[config.mk]
export PLATFORM = sky130hd
export DESIGN_NAME = resp_command_parser
export DESIGN_NICKNAME = d
export VERILOG_FILES = /design/src/hdl/rcp_pkg.sv /design/src/hdl/resp_command_parser.sv
export SDC_FILE = /design/constraint.sdc
export NUM_CORES = 1
export LEC_CHECK = 0
export BUFFER_PORTS_ARGS = -buffer_cell sky130_fd_sc_hd__buf_4
export CORE_MARGIN = 4
export CORE_UTILIZATION = 40
export DETAILED_ROUTE_END_ITERATION = 7
export PLACE_DENSITY = 0.65
export SLEW_MARGIN = 10
export SYNTH_ARGS = -nofsm -noshare
export SYNTH_HDL_FRONTEND = slang
export SYNTH_SLANG_ARGS = --single-unit
[constraint.sdc]
create_clock -name i_clk -period 11.3 [get_ports i_clk]
set_input_delay 1.13 -clock i_clk [delete_from_list [all_inputs] [get_ports i_clk]]
set_output_delay 1.13 -clock i_clk [all_outputs]
set_load 0.02 [all_outputs]
[src/hdl/rcp_pkg.sv]
// shared constants and result type for the request command parser
package rcp_pkg;

    // field widths of the count and length lines
    localparam int COUNT_BITS = 16;
    localparam int LEN_BITS   = 32;
    localparam int ACC_BITS   = (COUNT_BITS > LEN_BITS) ? COUNT_BITS : LEN_BITS;

    // result queue geometry
    localparam int Q_DEPTH = 4;
    localparam int Q_AW    = $clog2(Q_DEPTH);

    // framing characters
    localparam logic [7:0] CH_STAR   = 8'h2A;
    localparam logic [7:0] CH_DOLLAR = 8'h24;
    localparam logic [7:0] CH_CR     = 8'h0D;
    localparam logic [7:0] CH_LF     = 8'h0A;
    localparam logic [7:0] CH_SPACE  = 8'h20;
    localparam logic [7:0] CH_ZERO   = 8'h30;
    localparam logic [7:0] CH_NINE   = 8'h39;

    // one result item
    typedef struct packed {
        logic [7:0] arg_byte;
        logic       has_byte;
        logic       arg_first;
        logic       arg_last;
        logic       cmd_last;
        logic       parse_error;
        logic       run_last;
    } t_result;

    // build a result item with run_last clear
    function automatic t_result mk_res(logic [7:0] b, logic has, logic first, logic last,
                                       logic cmd, logic err);
        t_result r;
        r.arg_byte    = b;
        r.has_byte    = has;
        r.arg_first   = first;
        r.arg_last    = last;
        r.cmd_last    = cmd;
        r.parse_error = err;
        r.run_last    = 1'b0;
        return r;
    endfunction

endpackage

[src/hdl/resp_command_parser.sv]
// request command parser: byte stream in, argument items out
// A byte goes from the input register through the parse step into the result queue.
// Throughput: one byte per cycle; the byte-parse stage runs whenever the input register
// holds a byte and the 4-entry result queue holds at most 2 items, so a byte that causes
// two results can hold the input back when the output side takes one item a cycle.
// Reset: i_rst_n synchronous active low; parser state returns to idle between commands,
// input register and result queue empty, no clearing pass.
module resp_command_parser (
    input  logic       i_clk,
    input  logic       i_rst_n,
    input  logic       i_in_valid,
    output logic       o_in_ready,
    input  logic [7:0] i_in_byte,
    output logic       o_out_valid,
    input  logic       i_out_ready,
    output logic [7:0] o_arg_byte,
    output logic       o_has_byte,
    output logic       o_arg_first,
    output logic       o_arg_last,
    output logic       o_cmd_last,
    output logic       o_parse_error,
    output logic       o_run_last
);
    import rcp_pkg::*;

    typedef enum logic [3:0] {
        M_IDLE, M_COUNT, M_COUNT_LF, M_DOLLAR, M_LEN, M_LEN_LF,
        M_PAYLOAD, M_SKIP_A, M_SKIP_B, M_INLINE, M_DISCARD
    } t_mode;

    // inline tokenizer state
    typedef struct packed {
        logic [7:0] held_byte;
        logic       held_valid;
        logic       held_ends;
        logic       at_arg_start;
    } t_inl;

    typedef struct packed {
        t_inl    st;
        logic    emit;
        t_result res;
    } t_inl_ret;

    // one non-framing byte of an inline line
    function automatic t_inl_ret inline_char(t_inl s, logic [7:0] c);
        t_inl_ret r;
        r.st   = s;
        r.emit = 1'b0;
        r.res  = '0;
        if (c == CH_SPACE) begin
            if (s.held_valid) r.st.held_ends = 1'b1;
        end else begin
            r.st.at_arg_start = 1'b1;
            if (s.held_valid) begin
                r.emit = 1'b1;
                r.res  = mk_res(s.held_byte, 1'b1, s.at_arg_start, s.held_ends, 1'b0, 1'b0);
                r.st.at_arg_start = s.held_ends;
            end
            r.st.held_byte  = c;
            r.st.held_valid = 1'b1;
            r.st.held_ends  = 1'b0;
        end
        return r;
    endfunction

    localparam t_inl INL_CLEAR = '{held_byte: 8'h00, held_valid: 1'b0,
                                   held_ends: 1'b0, at_arg_start: 1'b1};

    // registers
    t_mode                 r_mode, n_mode;
    logic [COUNT_BITS-1:0] r_elems, n_elems;
    logic [LEN_BITS-1:0]   r_payl, n_payl;
    logic [ACC_BITS-1:0]   r_acc, n_acc;
    t_inl                  r_inl, n_inl;
    logic                  r_cr_held, n_cr_held;
    logic                  r_digit_seen, n_digit_seen;
    logic                  r_in_valid;
    logic [7:0]            r_in_byte;
    t_result               r_fifo [Q_DEPTH];
    logic [Q_AW-1:0]       r_wr_ptr, r_rd_ptr;
    logic [Q_AW:0]         r_count;

    // handshake and parse enable
    logic proceed, pop;
    assign proceed     = r_in_valid && (r_count <= (Q_AW+1)'(Q_DEPTH - 2));
    assign o_in_ready  = !r_in_valid || proceed;
    assign o_out_valid = (r_count != '0);
    assign pop         = o_out_valid && i_out_ready;

    // per-byte parse step
    logic                  em_a_v, em_b_v;
    t_result               em_a, em_b;
    t_result               e0, e1;
    logic [1:0]            e_cnt;
    logic [7:0]            c;
    logic                  is_digit, overflow;
    logic [ACC_BITS+3:0]   nxt;
    t_inl_ret              ir1, ir2;

    always_comb begin
        c            = r_in_byte;
        n_mode       = r_mode;
        n_elems      = r_elems;
        n_payl       = r_payl;
        n_acc        = r_acc;
        n_inl        = r_inl;
        n_cr_held    = r_cr_held;
        n_digit_seen = r_digit_seen;
        em_a_v       = 1'b0;
        em_b_v       = 1'b0;
        em_a         = '0;
        em_b         = '0;
        ir1          = '0;
        ir2          = '0;

        // decimal digit accumulate with range check
        is_digit = (c >= CH_ZERO) && (c <= CH_NINE);
        nxt = ({4'b0, r_acc} << 3) + ({4'b0, r_acc} << 1) + (ACC_BITS+4)'(c[3:0]);
        if (r_mode == M_COUNT) overflow = |nxt[ACC_BITS+3:COUNT_BITS];
        else                   overflow = |nxt[ACC_BITS+3:LEN_BITS];

        case (r_mode)
            M_IDLE: begin
                if (c == CH_STAR) begin
                    n_acc        = '0;
                    n_digit_seen = 1'b0;
                    n_mode       = M_COUNT;
                end else if (c != CH_CR && c != CH_LF) begin
                    // a cleared holder never emits here
                    ir1       = inline_char(INL_CLEAR, c);
                    n_inl     = ir1.st;
                    n_cr_held = 1'b0;
                    n_mode    = M_INLINE;
                end
            end
            M_COUNT, M_LEN: begin
                if (c == CH_CR && r_digit_seen) begin
                    n_mode = (r_mode == M_COUNT) ? M_COUNT_LF : M_LEN_LF;
                end else if (is_digit && !overflow) begin
                    n_acc        = nxt[ACC_BITS-1:0];
                    n_digit_seen = 1'b1;
                end else begin
                    em_a_v = 1'b1;
                end
            end
            M_COUNT_LF: begin
                if (c != CH_LF) begin
                    em_a_v = 1'b1;
                end else if (r_acc == '0) begin
                    em_a_v = 1'b1;
                    em_a   = mk_res(8'h00, 1'b0, 1'b0, 1'b0, 1'b1, 1'b0);
                    n_mode = M_IDLE;
                end else begin
                    n_elems = r_acc[COUNT_BITS-1:0];
                    n_mode  = M_DOLLAR;
                end
            end
            M_DOLLAR: begin
                if (c == CH_DOLLAR) begin
                    n_acc        = '0;
                    n_digit_seen = 1'b0;
                    n_mode       = M_LEN;
                end else begin
                    em_a_v = 1'b1;
                end
            end
            M_LEN_LF: begin
                if (c != CH_LF) begin
                    em_a_v = 1'b1;
                end else if (r_acc == '0) begin
                    em_a_v = 1'b1;
                    em_a   = mk_res(8'h00, 1'b0, 1'b1, 1'b1,
                                    r_elems == COUNT_BITS'(1), 1'b0);
                    n_mode = M_SKIP_A;
                end else begin
                    n_payl             = r_acc[LEN_BITS-1:0];
                    n_inl.at_arg_start = 1'b1;
                    n_mode             = M_PAYLOAD;
                end
            end
            M_PAYLOAD: begin
                em_a_v = 1'b1;
                if (r_payl <= LEN_BITS'(1)) begin
                    em_a = mk_res(c, 1'b1, r_inl.at_arg_start, 1'b1,
                                  r_elems == COUNT_BITS'(1), 1'b0);
                    n_payl             = '0;
                    n_inl.at_arg_start = 1'b1;
                    n_mode             = M_SKIP_A;
                end else begin
                    em_a = mk_res(c, 1'b1, r_inl.at_arg_start, 1'b0, 1'b0, 1'b0);
                    n_payl             = r_payl - LEN_BITS'(1);
                    n_inl.at_arg_start = 1'b0;
                end
            end
            M_SKIP_A: begin
                n_mode = M_SKIP_B;
            end
            M_SKIP_B: begin
                if (r_elems > COUNT_BITS'(1)) begin
                    n_elems = r_elems - COUNT_BITS'(1);
                    n_mode  = M_DOLLAR;
                end else begin
                    n_elems = '0;
                    n_mode  = M_IDLE;
                end
            end
            M_INLINE: begin
                if (c == CH_LF) begin
                    if (r_inl.held_valid) begin
                        em_a_v = 1'b1;
                        em_a   = mk_res(r_inl.held_byte, 1'b1, r_inl.at_arg_start,
                                        1'b1, 1'b1, 1'b0);
                    end
                    n_inl     = INL_CLEAR;
                    n_cr_held = 1'b0;
                    n_mode    = M_IDLE;
                end else if (c == CH_CR) begin
                    // a second CR turns the held one into an argument byte
                    if (r_cr_held) begin
                        ir1    = inline_char(r_inl, CH_CR);
                        n_inl  = ir1.st;
                        em_a_v = ir1.emit;
                        em_a   = ir1.res;
                    end
                    n_cr_held = 1'b1;
                end else begin
                    // held CR not before LF is an ordinary byte
                    if (r_cr_held) ir1 = inline_char(r_inl, CH_CR);
                    else           ir1 = '{st: r_inl, emit: 1'b0, res: '0};
                    ir2       = inline_char(ir1.st, c);
                    n_inl     = ir2.st;
                    n_cr_held = 1'b0;
                    em_a_v    = ir1.emit;
                    em_a      = ir1.res;
                    em_b_v    = ir2.emit;
                    em_b      = ir2.res;
                end
            end
            M_DISCARD: begin
                if (c == CH_LF) n_mode = M_IDLE;
            end
            default: begin
                n_mode = M_IDLE;
            end
        endcase

        // framing error: one error item, resync at next LF
        if (em_a_v && em_a == '0) begin
            em_a         = mk_res(8'h00, 1'b0, 1'b0, 1'b0, 1'b0, 1'b1);
            n_inl        = INL_CLEAR;
            n_cr_held    = 1'b0;
            n_acc        = '0;
            n_digit_seen = 1'b0;
            n_mode       = (c == CH_LF) ? M_IDLE : M_DISCARD;
        end

        // pack emitted items and mark the last one
        e0    = em_a_v ? em_a : em_b;
        e1    = em_b;
        e_cnt = 2'(em_a_v) + 2'(em_b_v);
        if (e_cnt == 2'd1) e0.run_last = 1'b1;
        if (e_cnt == 2'd2) e1.run_last = 1'b1;
    end

    // output port view of the queue head
    t_result head;
    assign head          = r_fifo[r_rd_ptr];
    assign o_arg_byte    = head.arg_byte;
    assign o_has_byte    = head.has_byte;
    assign o_arg_first   = head.arg_first;
    assign o_arg_last    = head.arg_last;
    assign o_cmd_last    = head.cmd_last;
    assign o_parse_error = head.parse_error;
    assign o_run_last    = head.run_last;

    logic [1:0] push_n;
    assign push_n = proceed ? e_cnt : 2'd0;

    // state, input register and result queue
    always_ff @(posedge i_clk) begin
        if (!i_rst_n) begin
            r_mode       <= M_IDLE;
            r_elems      <= '0;
            r_payl       <= '0;
            r_acc        <= '0;
            r_inl        <= INL_CLEAR;
            r_cr_held    <= 1'b0;
            r_digit_seen <= 1'b0;
            r_in_valid   <= 1'b0;
            r_wr_ptr     <= '0;
            r_rd_ptr     <= '0;
            r_count      <= '0;
        end else begin
            // input transfer
            if (o_in_ready) r_in_valid <= i_in_valid;
            if (proceed) begin
                r_mode       <= n_mode;
                r_elems      <= n_elems;
                r_payl       <= n_payl;
                r_acc        <= n_acc;
                r_inl        <= n_inl;
                r_cr_held    <= n_cr_held;
                r_digit_seen <= n_digit_seen;
            end
            r_wr_ptr <= r_wr_ptr + Q_AW'(push_n);
            if (pop) r_rd_ptr <= r_rd_ptr + Q_AW'(1);
            r_count  <= r_count + (Q_AW+1)'(push_n) - (Q_AW+1)'(pop);
        end
        // payload registers
        if (o_in_ready && i_in_valid) r_in_byte <= i_in_byte;
        if (push_n != 2'd0) r_fifo[r_wr_ptr] <= e0;
        if (push_n == 2'd2) r_fifo[r_wr_ptr + Q_AW'(1)] <= e1;
    end

endmodule
[After elaboration in Yosys (flattened, before gate mapping)]
Memory sizes are Yosys's and may differ from the RTL's. A register that Yosys moved wholly into a read port is not among the register bits.
Cells that the tools add are included.
Storage, ports and cells
  logic and storage cells: 204
  register bits after elaboration: 113
  memory bits (writable): 56
  output and inout port bits: 16
  memories: 1
Operators by class
  reductions and logical operators: 33
  equal/unequal tests: 39
  $lt $le $gt $ge: 5
  muxes and demuxes: 101
  add/sub/neg operators: 10
Memories
  r_fifo: words 4, bits a word 14, rd ports 1, clocked after Yosys merged registers in 1, write ports 2, RTL line resp_command_parser.sv:80  | t_result r_fifo [Q_DEPTH];
Operators with widths (number)
  32-bit two-way mux: 8
  14-bit two-way mux: 9
  26-bit two-way mux: 4
  16-bit two-way mux: 6
  32-bit case mux with 3 select lines: 1
  11-bit two-way mux: 7
  32-bit case mux with 2 select lines: 1
  14-bit case mux with 4 select lines: 1
  4-bit two-way mux: 11
  35-bit by 33-bit adder with 36-bit output: 1
  36-bit by 4-bit adder with 36-bit output: 1
  4-bit case mux with 9 select lines: 1
  1-bit two-way mux: 35
  3-bit inequality test, second input constant: 11
  32-bit by 1-bit less-or-equal comparator with 1-bit output, second input constant: 1
  32-bit logical NOT: 1
  16-bit case mux with 2 select lines: 1
  32-bit by 1-bit subtractor with 32-bit output, second input constant: 1
  8-bit by 6-bit == test with 1-bit output, second input constant: 3
  10-bit case mux with 2 select lines: 1
  20-bit OR reduction: 1
  16-bit by 1-bit == test with 1-bit output, second input constant: 1
  4-bit by 3-bit == test with 1-bit output, second input constant: 4
  8-bit by 4-bit == test with 1-bit output, second input constant: 2
  other kinds (44): 75

[Depth between registers and ports, before layout]
Gate-level depths: netlist of run 1.
  word-level depth: 15
  depth in mapped cells: 24
  depth with buffers taken out: 24

[Worst setup path after synthesis of run 1]
No wires, ideal clock.
  path kind: flip-flop to flip-flop
  from: reg r_in_byte[3] (netlist: c[3])
  to: reg r_count[2]
  data required time: 11172 ps
  stages on the path, launching flop included: 25
  clock period less this slack: 5491 ps
  setup slack: 5809 ps
  arrival time: 5363 ps
  cells stage by stage: edfxtp_1 -> inv_1 -> fa_1 -> inv_1 -> fa_1 -> nand3_1 -> a21oi_1 -> o21a_1 -> or4_1 -> a221oi_1 -> and4bb_1 -> and4_4 -> a31oi_4 -> o21ai_0 -> nand2_1 -> ha_1 -> nand2_1 -> ha_1 -> inv_1 -> ha_1 -> inv_1 -> fa_1 -> xnor2_1 -> xnor2_1 -> nor2_1
Between the ends
  cells in the longest elaborated chain, start to end: 12
RTL lines
  start: declaration: RTL line resp_command_parser.sv:79  | logic [7:0] r_in_byte;
  start signal: assignment: RTL line resp_command_parser.sv:311  | if (o_in_ready && i_in_valid) r_in_byte <= i_in_byte;
  36-bit by 4-bit adder with 36-bit output: RTL line resp_command_parser.sv:119  | nxt = ({4'b0, r_acc} << 3) + ({4'b0, r_acc} << 1) + (ACC_BITS+4)'(c[3:0]);
  20-bit OR reduction / 4-bit OR reduction (equally long branches): RTL line resp_command_parser.sv:120, resp_command_parser.sv:121
  1-bit two-way mux: RTL line resp_command_parser.sv:120  | if (r_mode == M_COUNT) overflow = |nxt[ACC_BITS+3:COUNT_BITS];
  1-bit logical NOT: RTL line resp_command_parser.sv:140  | end else if (is_digit && !overflow) begin
  1-bit logical AND: RTL line resp_command_parser.sv:140
  1-bit two-way mux: RTL line resp_command_parser.sv:140
  1-bit two-way mux: RTL line resp_command_parser.sv:138  | if (c == CH_CR && r_digit_seen) begin
  1-bit case mux with 5 select lines: RTL line resp_command_parser.sv:123  | case (r_mode)
  1-bit by 1-bit adder with 2-bit output *: RTL line resp_command_parser.sv:261  | e_cnt = 2'(em_a_v) + 2'(em_b_v);
  2-bit two-way mux *: RTL line resp_command_parser.sv:278  | assign push_n = proceed ? e_cnt : 2'd0;
  3-bit by 2-bit adder with 3-bit output *: RTL line resp_command_parser.sv:308  | r_count <= r_count + (Q_AW+1)'(push_n) - (Q_AW+1)'(pop);
  3-bit by 1-bit subtractor with 3-bit output *: RTL line resp_command_parser.sv:308
  end signal: assignment: RTL line resp_command_parser.sv:308
  end: declaration: RTL line resp_command_parser.sv:82  | logic [Q_AW:0] r_count;
Mark *: on every way between the ends. The rest lies on a longest branch, timed or not.
A chain may end at the register's enable or synchronous reset.

==> results.md, run 1 <==
* Tot GR Track Use at 20.5%
* Post-Syn Area per Cell at 8.39 µm²
* Worst Path Arrival at 6.70 ns
* TritonCTS buffer count at 17
* Power Dens Cells at 129 nW/µm²
* CP required at 11.59 ns
* Setup TNS at 0 ns
* Mapped Cells at 1370
* FF+latch count, synth at 171
* Clock Pin Slew Worst Setup and Hold Paths at 0.08 ns
* Area Growth Syn to Fin at 9.18%
* Cell chain of the critical path: inv_1 -> fa_1 -> inv_1 -> ha_1 -> a211oi_2 -> o21ai_1 -> a32o_2 -> or2_1 -> o311a_1 -> nor4_1 -> a31oi_4 -> o21ai_0 -> nand2_1 -> ha_1 -> nor4_1 -> nand2_1 -> o22ai_1 -> nand2_1 -> o21ai_0
* Count of final hold-check violations at 0
* Syn Nets at 1458
* Vias per cell at 6.06
* Outcome: finished, final reports clean
* Port Buf Inserts at 27
* Post-synthesis sequential area ratio at 34.7%
* Clk Latency, worst-skew pair at 0.45 ns
* Final setup vio count at 0
* Root Driver: clkbuf_16
* Register Area at 3980 µm²
* DIE AREA at 31500 µm²
* Top FF cell, synth: dfxtp_1
* # Post-CTS Setup Buffers at 0
* Unrepaired setup endpoints after global routing: no
* Max Cap Viol at 0
* Die X at 178 µm
* DR pass1 iterations at 6
* Share of layout cells above drive strength 1 at 8.67%
* Power Total at 1.62 mW
* CP most frequent cell: nand2_1
* Largest delay share family, worst path: compound AO/OA/AOI/OAI gates
* Most frequent cells in the layout: nand2_1 (161), nor2_1 (139), o21ai_0 (123)
* Core ar. at 28100 µm²
* Max incr delay on CP at 0.76 ns
* CP Class: reg -> reg
* Clock Path Buffers at 2
* DR iter-0 viols at 964
* Placed cell count at 1707
* Initial antenna violation count at 0
* Pin count of the biggest net entering global routing at 59
* Routability cong. at 0.954
* Post-synth ARST share at 0%
* Syn. warnings at 0
* Total clock sinks at 171
* Most common cell after layout, fill and taps aside: nand2_1
* Die Ht at 178 µm
* Worst-Margin Slew at 1.14 ns
* Fillers at 2811
* TritonCTS clock tree: built
* Post-synth EDFFs at 56
* Effective utilization at floorplan at 40.9%
* Total Wirelength at 32000 µm
* Tightest Hold Check Type: reg -> reg
* Final Slew Violations at 0
* Peak VDD IR at 0.0000872 V
* Num ports at 28
* Fmax at 0.156 GHz
* Hold-fix buffers, CTS at 0
* CP Buf/Inv Count at 2
* Multi-input logic area at 7070 µm²
* Post-cts sizing count at 0
* Setup crit start kind: register
* First-pass GRT wire length at 52900 µm
* DP Wirelength at 23600 µm
* Tmin final at 6.41 ns
* Wire per inst at 18.4 µm
* Distinct cell type count after synthesis at 88
* Clock Skew at 0.0132 ns
* DR DRC count at 0
* Ant diodes at 0
* Post-route ant nets at 0
* Final std cells w/o fill at 1739
* Number of global-route vias before repair at 10051
* Tcrit/Tclk final at 56.7%
* Final #Nets at 1436
* Vias post-DR at 10544
* Max transition margin at 24.0%
* Leak at 4.64 nW
* CP max stage cell: o21ai_0
* Crit end category: register
* H-tree lvl count at 4
* Row Count at 61
* Critical path peak fanout at 7
* GRT overflow at 0
* Post-Syn Area at 11500 µm²
[cell usage after synthesis, drive strengths merged, types with 23 or more instances]
| library cell | n | area, µm² |
|---|---|---|
| nand2 | 163 | 617 |
| nor2 | 140 | 528 |
| o21ai | 132 | 664 |
| dfxtp | 115 | 2300 |
| a21oi | 104 | 551 |
| ha | 73 | 913 |
| clkbuf | 56 | 210 |
| edfxtp | 56 | 1680 |
| nor3 | 52 | 270 |
| a32o | 35 | 352 |
| inv | 33 | 124 |
| nor4 | 29 | 188 |
| nand3 | 24 | 120 |
| xnor2 | 24 | 210 |
| a211oi | 23 | 183 |
[worst paths after layout]
path | slack [ns] | cells past startpoint | from | to
worst max register to register | 4.89 | 19 | c[3]$_DFFE_PP_ | r_fifo[1][12]$_DFFE_PP_
worst max-delay path | 4.89 | 19 | c[3]$_DFFE_PP_ | r_fifo[1][12]$_DFFE_PP_
worst min-delay path | 0.46 | 2 | r_fifo[3][2]$_SDFFE_PP0N_ | r_fifo[3][2]$_SDFFE_PP0N_
worst min register to register | 0.46 | 2 | r_fifo[3][2]$_SDFFE_PP0N_ | r_fifo[3][2]$_SDFFE_PP0N_
[metal layers]
layer / track usage (%) / share of wire, % / up-vias
li1: - / - / 5131
met1: 27.8 / 45 / 4987
met2: 33.8 / 47 / 367
met3: 3.94 / 5.9 / 59
met4: 4.74 / 1.9 / 0
met5: 0 / 0 / -
[metrics by stage]
step           util (%)  hold WS, ns  worst slack, ns  cell area (µm²)
5_1_grt            44.7        0.495             4.43            12500
4_1_cts            44.7        0.465             4.98            12500
3_5_place_dp       42.5        0.447             4.96            11900
6_report           44.7        0.461             4.89            12500
2_1_floorplan         -        0.420             5.81            11500
3_3_place_gp       42.5        0.440             5.09            11900
[layout make-up]
class | count | share of cell area (%)
well taps | 378 | 3.77
repair buffers | 37 | 2.21
clock buffers | 19 | 3.70
flip-flops and latches | 171 | 31.7
multi-input cells | 1088 | 56.4
clock inverters | 13 | 1.21
inverters | 33 | 0.987
[power breakdown]
part	total, mW	internal [mW]	switching [mW]	leakage [nW]
clock network	0.613	0.315	0.298	0.293
registers	0.707	0.658	0.0490	1.46
logic	0.299	0.121	0.178	2.89
total	1.62	1.09	0.526	4.64
[sequential cells by signal (all words and copies together), names as in the netlist, 3 cells and up, named ones only]
signal / flops
r_inl: 11
r_mode: 4
c: 8
r_count: 3
r_payl: 32
r_elems: 16
r_fifo: 56
r_acc: 32
[logic make-up after synthesis]
group	share of synthesized area (%)
DFF	34.7
AOI/OAI and AO/OA	25.4
xor gates and xnor gates	2.82
adders and majority gates	8.47
muxes	3.20
and+or+nand+nor	21.3
buffers and inverters	4.07
[worst reg2reg max path, stage by stage (launching register included)]
cell	delay (ns)
edfxtp_1	0.43
inv_1	0.14
fa_1	0.55
inv_1	0.06
ha_1	0.32
a211oi_2	0.22
o21ai_1	0.16
a32o_2	0.34
or2_1	0.23
o311a_1	0.33
nor4_1	0.45
a31oi_4	0.23
o21ai_0	0.76
nand2_1	0.19
ha_1	0.44
nor4_1	0.52
nand2_1	0.24
o22ai_1	0.47
nand2_1	0.09
o21ai_0	0.08
No activity file was read; power rests on OpenSTA's default activity.
==> run 2, diff against run 1 <==
--- a/config.mk
+++ b/config.mk
@@ -5,6 +5,7 @@
 export SDC_FILE = /design/constraint.sdc
 export NUM_CORES = 1
 export LEC_CHECK = 0
+export ABC_AREA = 1
 export BUFFER_PORTS_ARGS = -buffer_cell sky130_fd_sc_hd__buf_4
 export CORE_MARGIN = 4
 export CORE_UTILIZATION = 40
==> constraint.sdc (replaced) <==
create_clock -name i_clk -period 6.2 [get_ports i_clk]
set_input_delay 0.62 -clock i_clk [delete_from_list [all_inputs] [get_ports i_clk]]
set_output_delay 0.62 -clock i_clk [all_outputs]
set_load 0.02 [all_outputs]
==> results.md, run 2 <==
* Vias per cell at 5.54 (-8.6%)
* Reg-to-Reg Start: c[3]$_DFFE_PP_
* Post-synth ARST share at 0% (unchanged)
* Post-Syn Area at 12400 µm² (+8.2%)
* Clock Path Buffers at 2 (unchanged)
* Clock Skew at 0.0161 ns (+0.00285 ns)
* DP Wirelength at 30300 µm (+28%)
* Cell Area, Placed at 12900 µm² (+8.2%)
* Hold Crit Start: i_in_byte[5]
* Post-synth EDFFs at 56 (unchanged)
* Largest registers: r_fifo: 56 flops, r_acc: 32 flops, r_payl: 32 flops
* Setup TNS at 0 ns (unchanged)
* Clock Pin Slew Worst Setup and Hold Paths at 0.08 ns (about the same)
* # Post-CTS Setup Buffers at 0 (unchanged)
* Area share of the largest cell type after synthesis at 18.5% (-1.5 points)
* H-tree lvl count at 4 (unchanged)
* Final #Nets at 1935 (+35%)
* Critical path peak fanout at 17 (+10)
* Vias post-DR at 12507 (+19%)
* Worst Path Arrival at 5.41 ns (-1.29 ns)
* Row Count at 64 (+4.9%)
* Root Driver: clkbuf_16
* Most frequent cells in the layout: nand2_1 (435), nor2_1 (266), inv_1 (249)
* Largest delay share family, worst path: simple AND/OR/NAND/NOR gates
* Clk Latency, worst-skew pair at 0.44 ns (about the same)
* Yosys top cell by area: dfxtp_1
* Worst reg-to-reg setup slack at 0.85 ns (-4.04 ns)
* Total clock sinks at 171 (unchanged)
* Initial antenna violation count at 0 (unchanged)
* CP max stage cell: fa_1
* Max incr delay on CP at 0.56 ns (-0.20 ns)
* Fmax at 0.187 GHz (+20%)
* Max reg flops at 56 (unchanged)
* Share of layout cells above drive strength 1 at 4.95% (-3.7 points)
* Total Wirelength at 39700 µm (+24%)
* Max transition margin at 28.4% (+4.5 points)
* Core ar. at 30600 µm² (+8.9%)
* Post-cts sizing count at 0 (unchanged)
* Area Growth Syn to Fin at 8.50%
* Hold Path Cell Cnt at 1 (-1)
* Number of global-route vias before repair at 11834 (+18%)
* CP most frequent cell: nand2_1
* Count of final hold-check violations at 0 (unchanged)
* Tot GR Track Use at 23.3% (+2.8 points)
* GRT overflow at 0 (unchanged)
* DIE AREA at 34000 µm² (+7.8%)
* CP Class: reg -> reg
* Hold-fix buffers, CTS at 0 (unchanged)
* Post-route ant nets at 0 (unchanged)
* TritonCTS buffer count at 17 (unchanged)
* FF+latch count, synth at 171 (unchanged)
* Worst-Margin Slew at 1.07 ns (-0.0736 ns)
* Effective utilization at floorplan at 40.6% (-0.27 points)
* Met2 Use GR at 38.8% (+5.0 points)
* Pin count of the biggest net entering global routing at 46 (-22%)
* Post-Syn Area per Cell at 6.71 µm² (-20%)
* Syn. warnings at 0 (unchanged)
* Power Dens Cells at 266 nW/µm² (+110%)
* Power Total at 3.58 mW (+120%)
* RR Endpoint: r_fifo[2][10]$_DFFE_PP_
* Leak at 6.18 nW (+33%)
* First-pass GRT wire length at 63900 µm (+21%)
* CP required at 6.26 ns (-5.33 ns)
* DR DRC count at 0 (unchanged)
* CP Buf/Inv Count at 4 (+2)
* Most common cell after layout, fill and taps aside: nand2_1
* Place WS at 0.916 ns (-4.04 ns)
* TritonCTS clock tree: built
* Distinct cell type count after synthesis at 47 (-47%)
* M3 GR Usage at 3.20% (-0.74 points)
* Mapped Cells at 1852 (+35%)
* Final setup vio count at 0 (unchanged)
* Commonest cells in the synthesized netlist: nand2_1 (435), nor2_1 (266), inv_1 (249)
* Max Cap Viol at 0 (unchanged)
* Tightest Hold Check Type: in -> reg
* Fillers at 3205 (+14%)
* DR iter-0 viols at 1228 (+27%)
* Most common cell in the netlist: nand2_1
* Port Buf Inserts at 27 (unchanged)
* Peak VDD IR at 0.000182 V (+110%)
* Die X at 184 µm (+3.8%)
* GR Layer Usage met1 at 31.6% (+3.8 points)
* Num ports at 28 (unchanged)
* Tmin final at 5.35 ns (-1.06 ns)
* Register name with the most flops: r_fifo
* Final Slew Violations at 0 (unchanged)
* Die Ht at 184 µm (+3.8%)
* Hold WS at 0.353 ns (-0.108 ns)
* Worst Hold Path EP: c[5]$_DFFE_PP_
* Syn Nets at 1940 (+33%)
* Setup crit start kind: register
* Wire per inst at 17.6 µm (-4.4%)
* Unrepaired setup endpoints after global routing: no
* Post-route cell area at 13500 µm² (+7.5%)
* Ant diodes at 0 (unchanged)
* Gr busiest metal: met2
* R2R depth at 28 (+9)
* Routability cong. at 0.953 (-0.17%)
* Outcome: finished, final reports clean
* Crit end category: register
* Fin worst setup slack at 0.850 ns (-4.04 ns)
* DR pass1 iterations at 6 (unchanged)
* Synth area leaders: dfxtp_1 (19%), edfxtp_1 (14%), nand2_1 (13%)
* Top FF cell, synth: dfxtp_1
* Post-synthesis sequential area ratio at 32.0% (-2.6 points)
* Tcrit/Tclk final at 86.3% (+30 points)
## run 2: worst max-delay path by stage
stage	start	end	slack [ns]	cells past startpoint
6_report	c[3]$_DFFE_PP_	r_fifo[2][10]$_DFFE_PP_	0.85	28
5_1_grt	c[3]$_DFFE_PP_	r_fifo[2][10]$_DFFE_PP_	0.41	28
4_1_cts	c[3]$_DFFE_PP_	r_fifo[2][6]$_DFFE_PP_	0.89	28
3_5_place_dp	c[3]$_DFFE_PP_	r_fifo[2][13]$_DFFE_PP_	0.92	28
3_3_place_gp	c[3]$_DFFE_PP_	r_fifo[2][13]$_DFFE_PP_	1.11	28
2_1_floorplan	c[3]$_DFFE_PP_	r_count[2]$_SDFF_PN0_	1.72	32
## run 2: worst reg2reg max path, delay by kind of cell (launching register included)
| family | cells | cell delay (ns) |
|---|---|---|
| adder cells (fa/ha/maj) | 3 | 1.23 |
| flip-flops | 1 | 0.44 |
| buffers and inverters | 4 | 0.45 |
| AND/OR/NAND/NOR | 21 | 2.85 |
## run 2: cell families after synthesis
group / Yosys count / share of synthesized area, %
XOR/XNOR: 47 / 3.31
adder cells (fa/ha/maj): 76 / 7.83
flip-flops: 171 / 32.0
buffers and inverters: 321 / 10.2
AND/OR/NAND/NOR: 894 / 30.0
AO/OA/AOI/OAI: 343 / 16.6
## run 2: final cells by class
class                      count  area [µm²]  share of cell area [%]
sequential                   171        3980                    29.5
multi-input combinational   1360        7180                    53.2
inverter                     260         976                    7.23
clock buffer                  17         425                    3.15
clock inverter                15         156                    1.16
tap                          396         495                    3.67
timing repair buffer          37         278                    2.06
## run 2: stage by stage
step	instances	util, %
6_report	2256	44.1
5_1_grt	2256	44.1
4_1_cts	2256	44.1
3_5_place_dp	2224	42.2
3_3_place_gp	2224	42.2
2_1_floorplan	1852	-
## run 2: power breakdown
group / internal, mW / leakage [nW] / switching, mW
clock network: 0.538 / 0.278 / 0.535
registers: 1.24 / 1.41 / 0.0819
logic: 0.333 / 4.50 / 0.857
total: 2.11 / 6.18 / 1.47
## run 2: per-layer routing
| layer | vias to the layer above | part of all wire [%] | routed length [µm] |
|---|---|---|---|
| met3 | 73 | 6.1 | 2430 |
| met1 | 5817 | 44 | 17600 |
| li1 | 6164 | - | - |
| met5 | - | 0 | 0 |
| met4 | 0 | 2.6 | 1040 |
| met2 | 453 | 47 | 18600 |
